**config.mk**
```make
export PLATFORM = sky130hd
export DESIGN_NAME = throttle_normalizing_pwm_mixer
export DESIGN_NICKNAME = d
export VERILOG_FILES = /design/src/tnpm_pkg.sv /design/src/throttle_normalizing_pwm_mixer.sv /design/src/tnpm_div.sv
export SDC_FILE = /design/constraint.sdc
export NUM_CORES = 1
export LEC_CHECK = 0
export BUFFER_PORTS_ARGS = -buffer_cell sky130_fd_sc_hd__clkbuf_2
export CAP_MARGIN = 20
export CORE_MARGIN = 2
export CORE_UTILIZATION = 35
export CTS_CLUSTER_DIAMETER = 60
export DETAILED_ROUTE_END_ITERATION = 12
export SYNTH_ARGS = -nofsm -noshare
export SYNTH_HDL_FRONTEND = slang
export SYNTH_SLANG_ARGS = --single-unit
```
**constraint.sdc**
```tcl
create_clock -name clk_i -period 8.7 [get_ports clk_i]
set_input_delay 0.87 -clock clk_i [delete_from_list [all_inputs] [get_ports clk_i]]
set_output_delay 0.87 -clock clk_i [all_outputs]
set_load 0.05 [all_outputs]
```
**src/tnpm_pkg.sv**
```systemverilog
`default_nettype none
package tnpm_pkg;

  // Fixed field widths of the streams.
  localparam int unsigned VALUE_W      = 21;
  localparam int unsigned THR_W        = 20;
  localparam int unsigned IDX_W        = 2;
  localparam int unsigned PULSE_W      = 16;
  localparam int unsigned VALUE_FIELDS = 4;
  localparam int unsigned IN_TDATA_W   = 88;
  localparam int unsigned OUT_TDATA_W  = 24;
  localparam int unsigned CFG_IDX_W    = 1;

  localparam logic [PULSE_W-1:0] PULSE_ZERO_RST = 16'd36000;
  localparam logic [PULSE_W-1:0] PULSE_FULL_RST = 16'd14000;

  typedef enum logic {
    CMD_SET_ONE = 1'b0,
    CMD_SET_ALL = 1'b1
  } cmd_e;

  typedef enum logic [CFG_IDX_W-1:0] {
    REG_PULSE_ZERO = 1'b0,
    REG_PULSE_FULL = 1'b1
  } cfg_reg_e;

  // Status of the serial divider as seen by the sequencer.
  typedef struct packed {
    logic busy;
    logic done;
  } div_stat_t;

endpackage
`default_nettype wire

```
**src/throttle_normalizing_pwm_mixer.sv**
```systemverilog
// Four-channel throttle mixer with normalization and pulse-width output.
// Input stream: s_axis_tuser selects set_one (one motor) or set_all; tdata
// carries the motor index and four signed throttles with FRAC_BITS fraction
// bits. A negative set_one, or one whose motor is out of range, is absorbed
// without results. Output stream: one transfer per reported motor with the
// motor number and the pulse width in timer ticks; tlast marks the final
// transfer of an item. The cfg channel writes the pulse widths at zero and
// full throttle; it is always ready and should only be used while idle.
// Sequence: an accept step, a scan of all MOTOR_COUNT throttles for the
// maximum, then per reported motor a prep step, a division in the shared
// serial divider when the maximum throttle is above 1.0, two multiply
// steps and an emit step. s_axis_tready is high only while idle.
// Results sit in an output register; a stalled receiver holds the block in
// its emit step, and the next item can be accepted while the final result
// still waits. Reset clears all throttles and loads the pulse registers
// with 36000 and 14000 ticks.
`default_nettype none
module throttle_normalizing_pwm_mixer
  import tnpm_pkg::*;
#(
  parameter int unsigned MOTOR_COUNT = 4,
  parameter int unsigned FRAC_BITS   = 12
) (
  input  wire logic                   clk_i,
  input  wire logic                   rst_ni,
  input  wire logic                   s_axis_tvalid,
  output logic                        s_axis_tready,
  // motor_index[1:0], value_0[22:2], value_1[43:23], value_2[64:44],
  // value_3[85:65], zero padding[87:86]
  input  wire logic [IN_TDATA_W-1:0]  s_axis_tdata,
  // command[0]
  input  wire logic                   s_axis_tuser,
  output logic                        m_axis_tvalid,
  input  wire logic                   m_axis_tready,
  // out_motor[1:0], pulse_ticks[17:2], zero padding[23:18]
  output logic [OUT_TDATA_W-1:0]      m_axis_tdata,
  output logic                        m_axis_tlast,
  input  wire logic                   cfg_valid_i,
  output logic                        cfg_ready_o,
  input  wire logic [CFG_IDX_W-1:0]   cfg_index_i,
  input  wire logic [PULSE_W-1:0]     cfg_data_i
);

  localparam int unsigned MIDX_W   = $clog2(MOTOR_COUNT);
  localparam int unsigned SW       = FRAC_BITS + 1;
  localparam int unsigned ACC_W    = FRAC_BITS + PULSE_W;
  localparam int unsigned PROD_W   = SW + PULSE_W;
  localparam int unsigned N_REPORT =
    (MOTOR_COUNT < VALUE_FIELDS) ? MOTOR_COUNT : VALUE_FIELDS;
  localparam logic [SW-1:0]     ONE_Q       = {1'b1, {FRAC_BITS{1'b0}}};
  localparam logic [MIDX_W-1:0] LAST_REPORT = MIDX_W'(N_REPORT - 1);
  localparam logic [MIDX_W-1:0] LAST_MOTOR  = MIDX_W'(MOTOR_COUNT - 1);

  typedef enum logic [2:0] {
    ST_IDLE,
    ST_SCAN,
    ST_PREP,
    ST_DIV,
    ST_MUL_ZERO,
    ST_MUL_FULL,
    ST_EMIT
  } state_e;

  state_e             st_q;
  logic [THR_W-1:0]   thr_q [MOTOR_COUNT];
  logic [THR_W-1:0]   max_q;
  logic [MIDX_W-1:0]  idx_q;
  logic [MIDX_W-1:0]  start_q;
  cmd_e               cmd_q;
  logic [SW-1:0]      scaled_q;
  logic [ACC_W-1:0]   acc_q;
  logic [PULSE_W-1:0] pz_q;
  logic [PULSE_W-1:0] pf_q;
  logic               out_valid_q;
  logic [IDX_W-1:0]   out_motor_q;
  logic [PULSE_W-1:0] out_pulse_q;
  logic               out_last_q;

  logic signed [VALUE_W-1:0] val [VALUE_FIELDS];
  logic [IDX_W-1:0]   in_motor;
  logic [MIDX_W-1:0]  in_sel;
  logic               motor_ok;
  logic               in_acc;
  logic               above_one;
  logic               div_start;
  div_stat_t          div_stat;
  logic [SW-1:0]      div_quot;
  logic [SW-1:0]      mul_a;
  logic [PULSE_W-1:0] mul_b;
  logic [PROD_W-1:0]  prod;
  logic               out_free;
  logic               is_last;

  always_comb begin
    for (int i = 0; i < VALUE_FIELDS; i++) begin
      val[i] = s_axis_tdata[IDX_W + i*VALUE_W +: VALUE_W];
    end
  end

  assign in_motor      = s_axis_tdata[IDX_W-1:0];
  assign in_sel        = MIDX_W'(in_motor);
  assign motor_ok      = 32'(in_motor) < MOTOR_COUNT;
  assign s_axis_tready = (st_q == ST_IDLE);
  assign in_acc        = s_axis_tvalid && s_axis_tready;
  assign cfg_ready_o   = 1'b1;

  assign above_one = max_q > THR_W'(ONE_Q);
  assign div_start = (st_q == ST_PREP) && above_one;

  tnpm_div #(
    .QW (SW)
  ) u_div (
    .clk_i      (clk_i),
    .rst_ni     (rst_ni),
    .start_i    (div_start),
    .dividend_i (thr_q[idx_q]),
    .divisor_i  (max_q),
    .stat_o     (div_stat),
    .quot_o     (div_quot)
  );

  // One multiplier serves both terms of the blend between the two widths.
  assign mul_a = (st_q == ST_MUL_ZERO) ? (ONE_Q - scaled_q) : scaled_q;
  assign mul_b = (st_q == ST_MUL_ZERO) ? pz_q : pf_q;
  assign prod  = mul_a * mul_b;

  assign out_free = !out_valid_q || m_axis_tready;
  assign is_last  = (cmd_q == CMD_SET_ONE) || (idx_q == LAST_REPORT);

  always_ff @(posedge clk_i or negedge rst_ni) begin
    if (!rst_ni) begin
      st_q        <= ST_IDLE;
      out_valid_q <= 1'b0;
      pz_q        <= PULSE_ZERO_RST;
      pf_q        <= PULSE_FULL_RST;
      idx_q       <= '0;
      start_q     <= '0;
      max_q       <= '0;
      cmd_q       <= CMD_SET_ONE;
      for (int i = 0; i < MOTOR_COUNT; i++) begin
        thr_q[i] <= '0;
      end
    end else begin
      if (cfg_valid_i) begin
        unique case (cfg_reg_e'(cfg_index_i))
          REG_PULSE_ZERO: pz_q <= cfg_data_i;
          REG_PULSE_FULL: pf_q <= cfg_data_i;
          default: ;
        endcase
      end

      // The emit step refills the output register in the cycle it drains.
      if (out_valid_q && m_axis_tready && (st_q != ST_EMIT)) begin
        out_valid_q <= 1'b0;
      end

      unique case (st_q)
        ST_IDLE: begin
          if (in_acc) begin
            idx_q <= '0;
            max_q <= '0;
            if (cmd_e'(s_axis_tuser) == CMD_SET_ONE) begin
              cmd_q <= CMD_SET_ONE;
              if (!val[0][VALUE_W-1] && motor_ok) begin
                thr_q[in_sel] <= val[0][THR_W-1:0];
                start_q       <= in_sel;
                st_q          <= ST_SCAN;
              end
            end else begin
              cmd_q   <= CMD_SET_ALL;
              start_q <= '0;
              st_q    <= ST_SCAN;
              for (int i = 0; i < N_REPORT; i++) begin
                if (!val[i][VALUE_W-1]) begin
                  thr_q[i] <= val[i][THR_W-1:0];
                end
              end
            end
          end
        end
        ST_SCAN: begin
          if (thr_q[idx_q] > max_q) begin
            max_q <= thr_q[idx_q];
          end
          if (idx_q == LAST_MOTOR) begin
            idx_q <= start_q;
            st_q  <= ST_PREP;
          end else begin
            idx_q <= idx_q + 1'b1;
          end
        end
        ST_PREP: begin
          if (above_one) begin
            st_q <= ST_DIV;
          end else begin
            scaled_q <= SW'(thr_q[idx_q]);
            st_q     <= ST_MUL_ZERO;
          end
        end
        ST_DIV: begin
          if (div_stat.done) begin
            scaled_q <= div_quot;
            st_q     <= ST_MUL_ZERO;
          end
        end
        ST_MUL_ZERO: begin
          acc_q <= ACC_W'(prod);
          st_q  <= ST_MUL_FULL;
        end
        ST_MUL_FULL: begin
          acc_q <= acc_q + ACC_W'(prod);
          st_q  <= ST_EMIT;
        end
        ST_EMIT: begin
          if (out_free) begin
            out_valid_q <= 1'b1;
            out_motor_q <= IDX_W'(idx_q);
            out_pulse_q <= acc_q[FRAC_BITS +: PULSE_W];
            out_last_q  <= is_last;
            if (is_last) begin
              st_q <= ST_IDLE;
            end else begin
              idx_q <= idx_q + 1'b1;
              st_q  <= ST_PREP;
            end
          end
        end
        default: st_q <= ST_IDLE;
      endcase
    end
  end

  assign m_axis_tvalid = out_valid_q;
  assign m_axis_tdata  = {(OUT_TDATA_W - PULSE_W - IDX_W)'(0), out_pulse_q, out_motor_q};
  assign m_axis_tlast  = out_last_q;

`ifndef SYNTHESIS
  a_div_idle : assert property (@(posedge clk_i) disable iff (!rst_ni)
    (st_q == ST_IDLE) |-> !div_stat.busy)
    else $error("divider busy while the sequencer is idle");

  a_max_bound : assert property (@(posedge clk_i) disable iff (!rst_ni)
    (st_q == ST_PREP) |-> (max_q >= thr_q[idx_q]))
    else $error("scanned maximum below a throttle");

  a_scaled_bound : assert property (@(posedge clk_i) disable iff (!rst_ni)
    (st_q == ST_MUL_ZERO) |-> (scaled_q <= ONE_Q))
    else $error("scaled throttle above 1.0");

  a_emit_free : assert property (@(posedge clk_i) disable iff (!rst_ni)
    (st_q == ST_EMIT && out_free) |=> m_axis_tvalid)
    else $error("result not presented after emit");
`endif

endmodule
`default_nettype wire

```
**src/tnpm_div.sv**
```systemverilog
`default_nettype none
module tnpm_div
  import tnpm_pkg::*;
#(
  parameter int unsigned QW = 13
) (
  input  wire logic             clk_i,
  input  wire logic             rst_ni,
  input  wire logic             start_i,
  input  wire logic [THR_W-1:0] dividend_i,
  input  wire logic [THR_W-1:0] divisor_i,
  output div_stat_t             stat_o,
  output logic      [QW-1:0]    quot_o
);

  localparam int unsigned CNT_W = $clog2(QW + 1);

  logic [THR_W:0]   rem_q;
  logic [QW-1:0]    quot_q;
  logic [CNT_W-1:0] cnt_q;
  logic             busy_q;
  logic             done_q;
  logic [THR_W-1:0] div_q;

  logic             ge;
  logic [THR_W:0]   rem_next;

  // The dividend never exceeds the divisor, so the first step already
  // weighs the integer bit of the quotient and the remainder stays below
  // the divisor after every subtraction.
  assign ge       = rem_q >= {1'b0, div_q};
  assign rem_next = ge ? (rem_q - {1'b0, div_q}) : rem_q;

  always_ff @(posedge clk_i or negedge rst_ni) begin
    if (!rst_ni) begin
      busy_q <= 1'b0;
      done_q <= 1'b0;
      cnt_q  <= '0;
    end else begin
      done_q <= busy_q && !start_i && (cnt_q == CNT_W'(1));
      if (start_i) begin
        busy_q <= 1'b1;
        cnt_q  <= CNT_W'(QW);
      end else if (busy_q) begin
        cnt_q <= cnt_q - 1'b1;
        if (cnt_q == CNT_W'(1)) begin
          busy_q <= 1'b0;
        end
      end
    end
  end

  always_ff @(posedge clk_i) begin
    if (start_i) begin
      rem_q  <= {1'b0, dividend_i};
      div_q  <= divisor_i;
      quot_q <= '0;
    end else if (busy_q) begin
      rem_q  <= {rem_next[THR_W-1:0], 1'b0};
      quot_q <= {quot_q[QW-2:0], ge};
    end
  end

  assign stat_o.busy = busy_q;
  assign stat_o.done = done_q;
  assign quot_o      = quot_q;

endmodule
`default_nettype wire

```
Yosys cells after proc, flatten, opt, wreduce, memory -nomap -nowiden
Cells that the tools add are included.
{ "word_totals": {"output_inout_bits": 28, "wordCells": 142, "in_bits": 111, "register_bits": 261, "latch_bits": 0, "ram_bits": 0, "mem_count": 0, "romBits": 0} }
{ "op_classes": {"reduce_logical": 31, "shifts": 0, "div_mod_pow": 0, "n_mux": 49, "order_cmp": 6, "n_addsub": 5, "eq_ne": 21, "mul": 1, "bitwise": 5} }
{ "op_table": {"columns": ["cell", "n"], "rows": [
  ["$mux W20", 12],
  ["$mux W80", 2],
  ["$bwmux W80", 1],
  ["$pmux W28 S2", 1],
  ["$bmux W20 S2", 1],
  ["$demux W20 S2", 1],
  ["$pmux W20 S2", 1],
  ["$mux W13", 3],
  ["$add A28 B28 Y28", 1],
  ["$mul A13 B16 Y28", 1],
  ["$pmux W13 S2", 1],
  ["$ge A21 B20 Y1", 1],
  ["$mux W3", 7],
  ["$pmux W3 S7", 1],
  ["$gt A20 B13 Y1 const B", 1],
  ["$gt A20 B20 Y1", 1],
  ["$reduce_and A4 Y1", 5],
  ["$sub A20 B20 Y20", 1],
  ["$mux W16", 1],
  ["$ne A2 B2 Y1 const B", 8],
  ["$mux W2", 7],
  ["$sub A13 B13 Y13 const A", 1],
  ["$reduce_and A3 Y1", 4],
  ["$eq A3 B3 Y1 const B", 3],
  ["other kinds (24)", 52]
]} }

Depth between registers and ports, before layout
Gate-level depths: netlist (run 1).
{ "logic_depth": {"ltp_word": 8, "depth_mapped": 38} }

Cells and area by module
Synthesis (run 1) repeated with hierarchy kept, for this count alone.
{ "hier_totals": {"cells_unflattened": 2154, "area_unflattened_um2": 21077.7} }
{ "modules_own_cells": {"columns": ["module", "area_per_inst_um2", "seq_area_each_um2", "cells_per_inst", "instances"], "rows": [
  ["throttle_normalizing_pwm_mixer", 17579.4, 5345.1, 1820, 1],
  ["tnpm_div", 3498.4, 1631.6, 334, 1]
]} }

Worst setup path after synthesis (run 1)
Ideal clock, no wire load.
{ "synth_timing": {"path_type": "reg2reg", "start": "register scaled_q[0]", "end": "register acc_q[25], data pin", "setup_time_ps": 265, "t_arrival_ps": 8131, "stages_incl_launch_ff": 34, "path_buffers": 1, "setup_slack_ps": 304, "synth_period_minus_slack_ps": 8396, "path_cell_list": "edfxtp_1 inv_1 clkbuf_1 ha_1 nand4b_1 nor4_4 xor2_1 nand2_1 fa_1 fa_1 inv_1 fa_1 fa_1 inv_1 fa_1 inv_1 ha_1 a21o_1 a221oi_2 o21ai_2 a41oi_2 nand2b_1 a21oi_1 xnor2_1 ha_1 nand2_1 nor3_2 o2111ai_1 a21o_1 a31o_2 nand2b_1 a21oi_1 o21ai_0 or3_1"} }
{ "synth_between": {"elab_chain_cells": 5} }
{ "synth_lines": {"columns": ["element", "line", "text"], "rows": [
  ["start: declaration", "throttle_normalizing_pwm_mixer.sv:70", "logic [SW-1:0] scaled_q;"],
  ["start signal: assignment", "throttle_normalizing_pwm_mixer.sv:196", "scaled_q <= SW'(thr_q[idx_q]);"],
  ["start signal: assignment", "throttle_normalizing_pwm_mixer.sv:202", "scaled_q <= div_quot;"],
  ["$sub A13 B13 Y13", "throttle_normalizing_pwm_mixer.sv:123", "assign mul_a = (st_q == ST_MUL_ZERO) ? (ONE_Q - scaled_q) : scaled_q;"],
  ["$mux W13 (*)", "throttle_normalizing_pwm_mixer.sv:123", null],
  ["$mul A13 B16 Y28 (*)", "throttle_normalizing_pwm_mixer.sv:125", "assign prod = mul_a * mul_b;"],
  ["$add A28 B28 Y28", "throttle_normalizing_pwm_mixer.sv:211", "acc_q <= acc_q + ACC_W'(prod);"],
  ["$pmux W28 S2 (*)", "throttle_normalizing_pwm_mixer.sv:157", "unique case (st_q)"],
  ["end signal: assignment", "throttle_normalizing_pwm_mixer.sv:207", "acc_q <= ACC_W'(prod);"],
  ["end signal: assignment", "throttle_normalizing_pwm_mixer.sv:211", null],
  ["end: declaration", "throttle_normalizing_pwm_mixer.sv:71", "logic [ACC_W-1:0] acc_q;"]
]} }
Mark *: on every way between the ends. The rest lies on a longest branch, timed or not.
A chain may end at the register's enable or synchronous reset.

Worst setup path after layout (run 1)
{ "layout_timing": {"start": "register scaled_q[9]", "end": "register acc_q[25], data pin"} }
The elaborated chain is that of the path after synthesis.

==> results of run 1 <==
worst max-delay path: cells and delay by family, from the launching register on:
kind	cells	cell delay, ps
AND/OR/NAND/NOR	7	1540
buffers and inverters	3	150
adder cells (fa/ha/maj)	7	3360
XOR/XNOR	1	200
AO/OA/AOI/OAI	11	2270
flip-flops	1	490
cell type report:
| type | instances | share of cell area (%) |
|---|---|---|
| Tap cell | 773 | 4.04 |
| Timing Repair Buffer | 193 | 4.82 |
| Sequential cell | 261 | 29.1 |
| Clock inverter | 15 | 0.710 |
| Multi-Input combinational cell | 1552 | 53.1 |
| Clock buffer | 46 | 4.12 |
| Inverter | 264 | 4.14 |
registers in the layout, summed over array words and instances (netlist names):
name,cells
u_div.quot_o,13
m_axis_tvalid,1
st_q,3
u_div.busy_q,1
scaled_q,13
u_div.done_q,1
idx_q,2
m_axis_tlast,1
u_div.cnt_q,4
cmd_q,1
u_div.rem_q,21
acc_q,28
u_div.div_q,20
pz_q,16
out_motor_q,2
max_q,20
pf_q,16
out_pulse_q,16
start_q,2
thr_q,80
cell usage after synthesis (13+ instances only):
library cell	n
edfxtp_1	100
inv_1	263
clkbuf_1	60
a21o_1	28
xnor2_1	52
nor2_1	126
o21a_1	13
nand3_1	15
nand2_1	341
o21ai_0	124
dfrtp_1	135
fa_1	155
nand2b_1	20
a22oi_1	60
dfxtp_1	14
nor3_1	15
ha_1	144
a22o_1	20
a21oi_1	94
and2_1	41
mux2_2	72
mux2i_1	23
nor2b_1	20
xor2_1	29
mux4_2	20
worst max path at each step:
stage	to	slack [ps]	cells past startpoint
final	acc_q[25]	410	29
after global routing	acc_q[25]	-60	32
after detailed placement	acc_q[24]	-90	31
after floorplan	acc_q[25]	300	33
after CTS	acc_q[24]	80	30
after global placement	acc_q[24]	180	31
timing repair:
item                                    4_1_cts  5_1_grt
gates resized for setup                       1       17
hold buffers                                  0        0
endpoints found under the hold margin         0        0
setup buffers                                 0        6
pin swaps                                     0        5
endpoints found under the setup margin        3        5
metrics by stage:
| stage | setup TNS, ps | hold WS [ps] | std cells |
|---|---|---|---|
| 2_1_floorplan | 0 | 433 | 2166 |
| 3_3_place_gp | 0 | 450 | 3036 |
| 3_5_place_dp | -159 | 450 | 3036 |
| 5_1_grt | -109 | 418 | 3104 |
| 6_report | 0 | 347 | 3104 |
| 4_1_cts | 0 | 377 | 3097 |
per-layer routing:
metal	up-vias	routed length, um	global-route usage, %
met1	7628	22400	21.3
met5	-	0	0
met2	430	24800	28.6
met4	0	1270	4.80
met3	81	2700	2.67
li1	7588	-	-
kinds of logic after synthesis:
kind of cell / share of synthesized area, %
AOI/OAI and AO/OA: 12.5
xor gates and xnor gates: 3.47
adders and majority gates: 23.4
buffers and inverters: 6.61
DFF: 33.3
muxes: 7.12
other: 0.0359
and+or+nand+nor: 13.6
==> flow_summary.yaml, run 1 <==
placed_design:
  io_buffers: 129
  place_congestion: 0.898
  dpl.hpwl_um: 39500
  placedInstanceArea_mm2: 0.0227
  dp_slack_ps: -92.9
timing:
  setup_ws_ps: 415
  finalCritPeriodShare_pct: 95.2
  max_freq_ghz: 0.121
  setup_viol: 0
  fin_crit_ps: 8290
  finalHoldViolCount: 0
  tightest_slew_ps: 1060
  fin_skew_ps: 29.0
  drv_slew: 0
  maxSlewHeadroom_pct: 29.0
floorplan:
  dieArea_mm2: 0.0618
  start_util_pct: 35.4
  dieWidth_um: 249
  core_mm2: 0.0591
  ios: 139
  rows: 89
  die_height_um: 249
synthesis:
  synth_flop_cell: "dfrtp_1"
  ys_top_cells_by_area: "dfrtp_1 16%, fa_1 15%, edfxtp_1 14%"
  async_flop_share_pct: 56.3
  synth_top_area_share_pct: 16.1
  yosysUniqueCellTypes: 77
  synth.largest_area_cell: "dfrtp_1"
  ys_ff_latch: 261
  syn_area_per_cell_um2: 9.69
  yosysSeqAreaShare_pct: 33.3
  synthCells: 2161
  synth-edff-count: 100
  synth_warnings: 0
  syn_area_mm2: 0.0209
setup_path:
  timing.rr.end: "acc_q[25]"
  startpoint_type: "flip-flop"
  rr_worst_depth: 29
  cp-startpoint: "scaled_q[9]"
  crit_path_frequent_cell: "fa_1"
  cp_slowest_cell: "fa_1"
  critPathArrivalTime_ps: 8590
  crit_fanout: 6
  endpoint_kind: "flip-flop"
  path_class: "flip-flop to flip-flop"
  reg2reg_from: "scaled_q[9]"
  slowest_delay_ps: 560
  cp.required_ps: 9000
  r2r_slack_ps: 410
job:
  timing.max_cap.violations: 0
routing:
  wl_per_cell_um: 16.5
  num_vias: 15700
  wirelength_um: 51200
  vias_per_cell: 5.07
  drt_iter0_markers: 892
  firstDrtPassIters: 9
  ant_nets: 0
  drc_errors: 2
cts:
  htreeDepth: 2
  cts_buffers: 34
  cts_root_buffer: "clkbuf_16"
  cts.sinks: 261
  cts_tree: "done"
  clock_latency_ps: 560
  clk_pin_slew_ps: 60
  clockBufferDepth: 3
finish:
  diodes: 0
  most-common-layout-cells: "341 x nand2_1, 263 x inv_1, 155 x fa_1"
  final_common_cell: "nand2_1"
  post-route-cell-area_mm2: 0.0240
  multi_input_area_mm2: 0.0127
  register_area_mm2: 0.00698
  num-fill-cells: 5740
  drive_above_1_share_pct: 16.8
  layout-area-overhead-vs-synth_pct: 14.4
  final_util_pct: 40.5
  final_nets: 2716
global_route:
  antenna_found_initial: 1
  grt_max_degree: 79
  grt_overflow_total: 0
  grt_pass1_wl_um: 83700
  grt_pass1_vias: 16200
  grtUsageTotal_pct: 16.5
min_path:
  hp-class: "input pin to async pin"
status:
  violations: "design-rule violations"
  status: "finished, violations left"
Power of run 1 is left out: the tool's default activity adds up to more than one toggle a clock period on the data nets, which glitch-free logic cannot reach.
==> run 2, diff against run 1 <==
--- a/config.mk
+++ b/config.mk
@@ -5,8 +5,10 @@
 export SDC_FILE = /design/constraint.sdc
 export NUM_CORES = 1
 export LEC_CHECK = 0
+export ABC_AREA = 1
 export BUFFER_PORTS_ARGS = -buffer_cell sky130_fd_sc_hd__clkbuf_2
 export CAP_MARGIN = 20
+export CORE_ASPECT_RATIO = 1.5
 export CORE_MARGIN = 2
 export CORE_UTILIZATION = 35
 export CTS_CLUSTER_DIAMETER = 60
==> flow_summary.yaml, run 2 <==
setup_path:
  path_class: "flip-flop to flip-flop"
  rr_worst_depth: 36
  startpoint_type: "flip-flop"
  critPathArrivalTime_ps: 8330
  crit_fanout: 10
  timing.rr.end: "acc_q[27]"
  reg2reg_from: "scaled_q[0]"
  cp.required_ps: 9050
  slowest_delay_ps: 640
  crit_path_frequent_cell: "nand2_1"
  r2r_slack_ps: 730
  endpoint_kind: "flip-flop"
  cp_slowest_cell: "fa_1"
global_route:
  grtUsageTotal_pct: 19.6
  grt_pass1_vias: 19400
  grt_max_degree: 66
  antenna_found_initial: 0
  grt_pass1_wl_um: 102000
  grt_overflow_total: 0
synthesis:
  syn_area_mm2: 0.0226
  ys_ff_latch: 261
  async_flop_share_pct: 56.3
  synth_flop_cell: "dfrtp_1"
  syn_area_per_cell_um2: 7.68
  synthTopCellsByCount: "772 x nand2_1, 447 x inv_1, 340 x nor2_1"
  synth_top_area_share_pct: 14.9
  yosysSeqAreaShare_pct: 30.8
  synth-edff-count: 100
  ys_top_cells_by_area: "dfrtp_1 15%, fa_1 14%, edfxtp_1 13%"
  synth.largest_area_cell: "dfrtp_1"
  synth_warnings: 0
  yosysUniqueCellTypes: 58
  synthCells: 2949
  synth_most_common_cell: "nand2_1"
routing:
  wirelength_um: 64600
  drc_errors: 0
  firstDrtPassIters: 5
  wl_per_cell_um: 16.6
  num_vias: 19300
  ant_nets: 0
  drt_iter0_markers: 844
  vias_per_cell: 4.94
job:
  timing.max_cap.violations: 0
finish:
  diodes: 0
  most-common-layout-cells: "772 x nand2_1, 447 x inv_1, 339 x nor2_1"
  top_register: "thr_q"
  top_regs: "thr_q x80, acc_q x28, u_div.rem_q x21"
  final_util_pct: 39.3
  final_nets: 3477
  layout-area-overhead-vs-synth_pct: 11.5
  final_common_cell: "nand2_1"
  drive_above_1_share_pct: 10.4
  largest_reg_flops: 80
  num-fill-cells: 6724
cts:
  clk_pin_slew_ps: 70
  cts_hold_buf: 0
  htreeDepth: 1
  cts_buffers: 29
  cts_setup_buffers: 0
  clock_latency_ps: 600
  cts.sinks: 261
  cts_tree: "done"
  ctsResizeCount: 0
  cts_root_buffer: "clkbuf_16"
  clockBufferDepth: 3
timing:
  fin_crit_ps: 7970
  fin_skew_ps: 15.0
  holdWs_ps: 125
  tns_ps: 0
  maxSlewHeadroom_pct: 29.2
  max_freq_ghz: 0.125
  finalCritPeriodShare_pct: 91.7
  tightest_slew_ps: 1060
  rsz0062_at_grt: "false"
  drv_slew: 0
  setup_viol: 0
  finalHoldViolCount: 0
floorplan:
  core_mm2: 0.0642
  start_util_pct: 35.3
  rows: 114
  die_height_um: 316
  dieWidth_um: 212
  ios: 139
  dieArea_mm2: 0.0668
status:
  status: "finished clean"
min_path:
  hp-class: "input pin to async pin"
placed_design:
  io_buffers: 129
  dpl.hpwl_um: 51600
  place_congestion: 0.917
[run 2: cell types whose count changed in the layout (fill, tap and decap cells not counted), moves of 48 or more]
| cell | change |
|---|---|
| nand2_1 | +431 |
| a22oi_1 | -48 |
| nor2_1 | +214 |
| nand3_1 | +124 |
| inv_1 | +184 |
| mux2_2 | -71 |
[run 2: through the flow]
step / setup slack (ps) / instance area (um2) / std cells
after global placement: 768 / 24200 / 3846
final: 726 / 25200 / 3902
after detailed placement: 723 / 24300 / 3848
after global routing: 229 / 25200 / 3902
after floorplan: 1490 / 22700 / 2954
after CTS: 712 / 25200 / 3902
[run 2: logic make-up (layout without fill, tap and decap cells)]
family                   after synthesis  after routing  synth area share, %
other                                  2              7               0.0332
AND/OR/NAND/NOR                     1359           1359                 24.7
AO/OA/AOI/OAI                        406            406                 10.5
flip-flops                           261            261                 30.8
buffers and inverters                563            699                 9.76
multiplexers                          19             19                0.945
adder cells (fa/ha/maj)              299            299                 21.7
XOR/XNOR                              40             40                 1.65
[run 2: how the worst max path moves through the flow]
stage,slack (ps),cells after the start,startpoint,end
global placement,770,32,st_q[2],acc_q[27]
detailed placement,720,33,st_q[2],acc_q[27]
finish,730,36,scaled_q[0],acc_q[27]
global route,230,34,scaled_q[0],acc_q[18]
CTS,710,33,st_q[2],acc_q[27]
floorplan,1490,34,scaled_q[0],acc_q[27]
[run 2: layer usage]
| metal | vias up | part of all wire [%] | track usage, % |
|---|---|---|---|
| met4 | 0 | 4.9 | 9.15 |
| met1 | 9166 | 38 | 21.6 |
| met2 | 383 | 54 | 37.7 |
| met5 | - | 0 | 0 |
| li1 | 9592 | - | - |
| met3 | 130 | 3.0 | 1.62 |
[run 2: cell type report]
class,count,area [um2],share of cell area (%)
clock inverter,10,115,0.456
multi-input combinational,2130,13500,53.5
clock buffer,44,832,3.30
sequential,261,6980,27.6
tap,812,1020,4.03
inverter,471,1770,7.00
timing repair buffer,174,1030,4.08
[run 2: critical path: cells and delay by family, from the launching register on]
family          cells  cell delay [ps]
fa+ha+maj           8             3560
simple gates       17             2230
compound gates      4              720
buf+inv             7              700
flops               1              490
Power of run 2 is left out for the same reason.
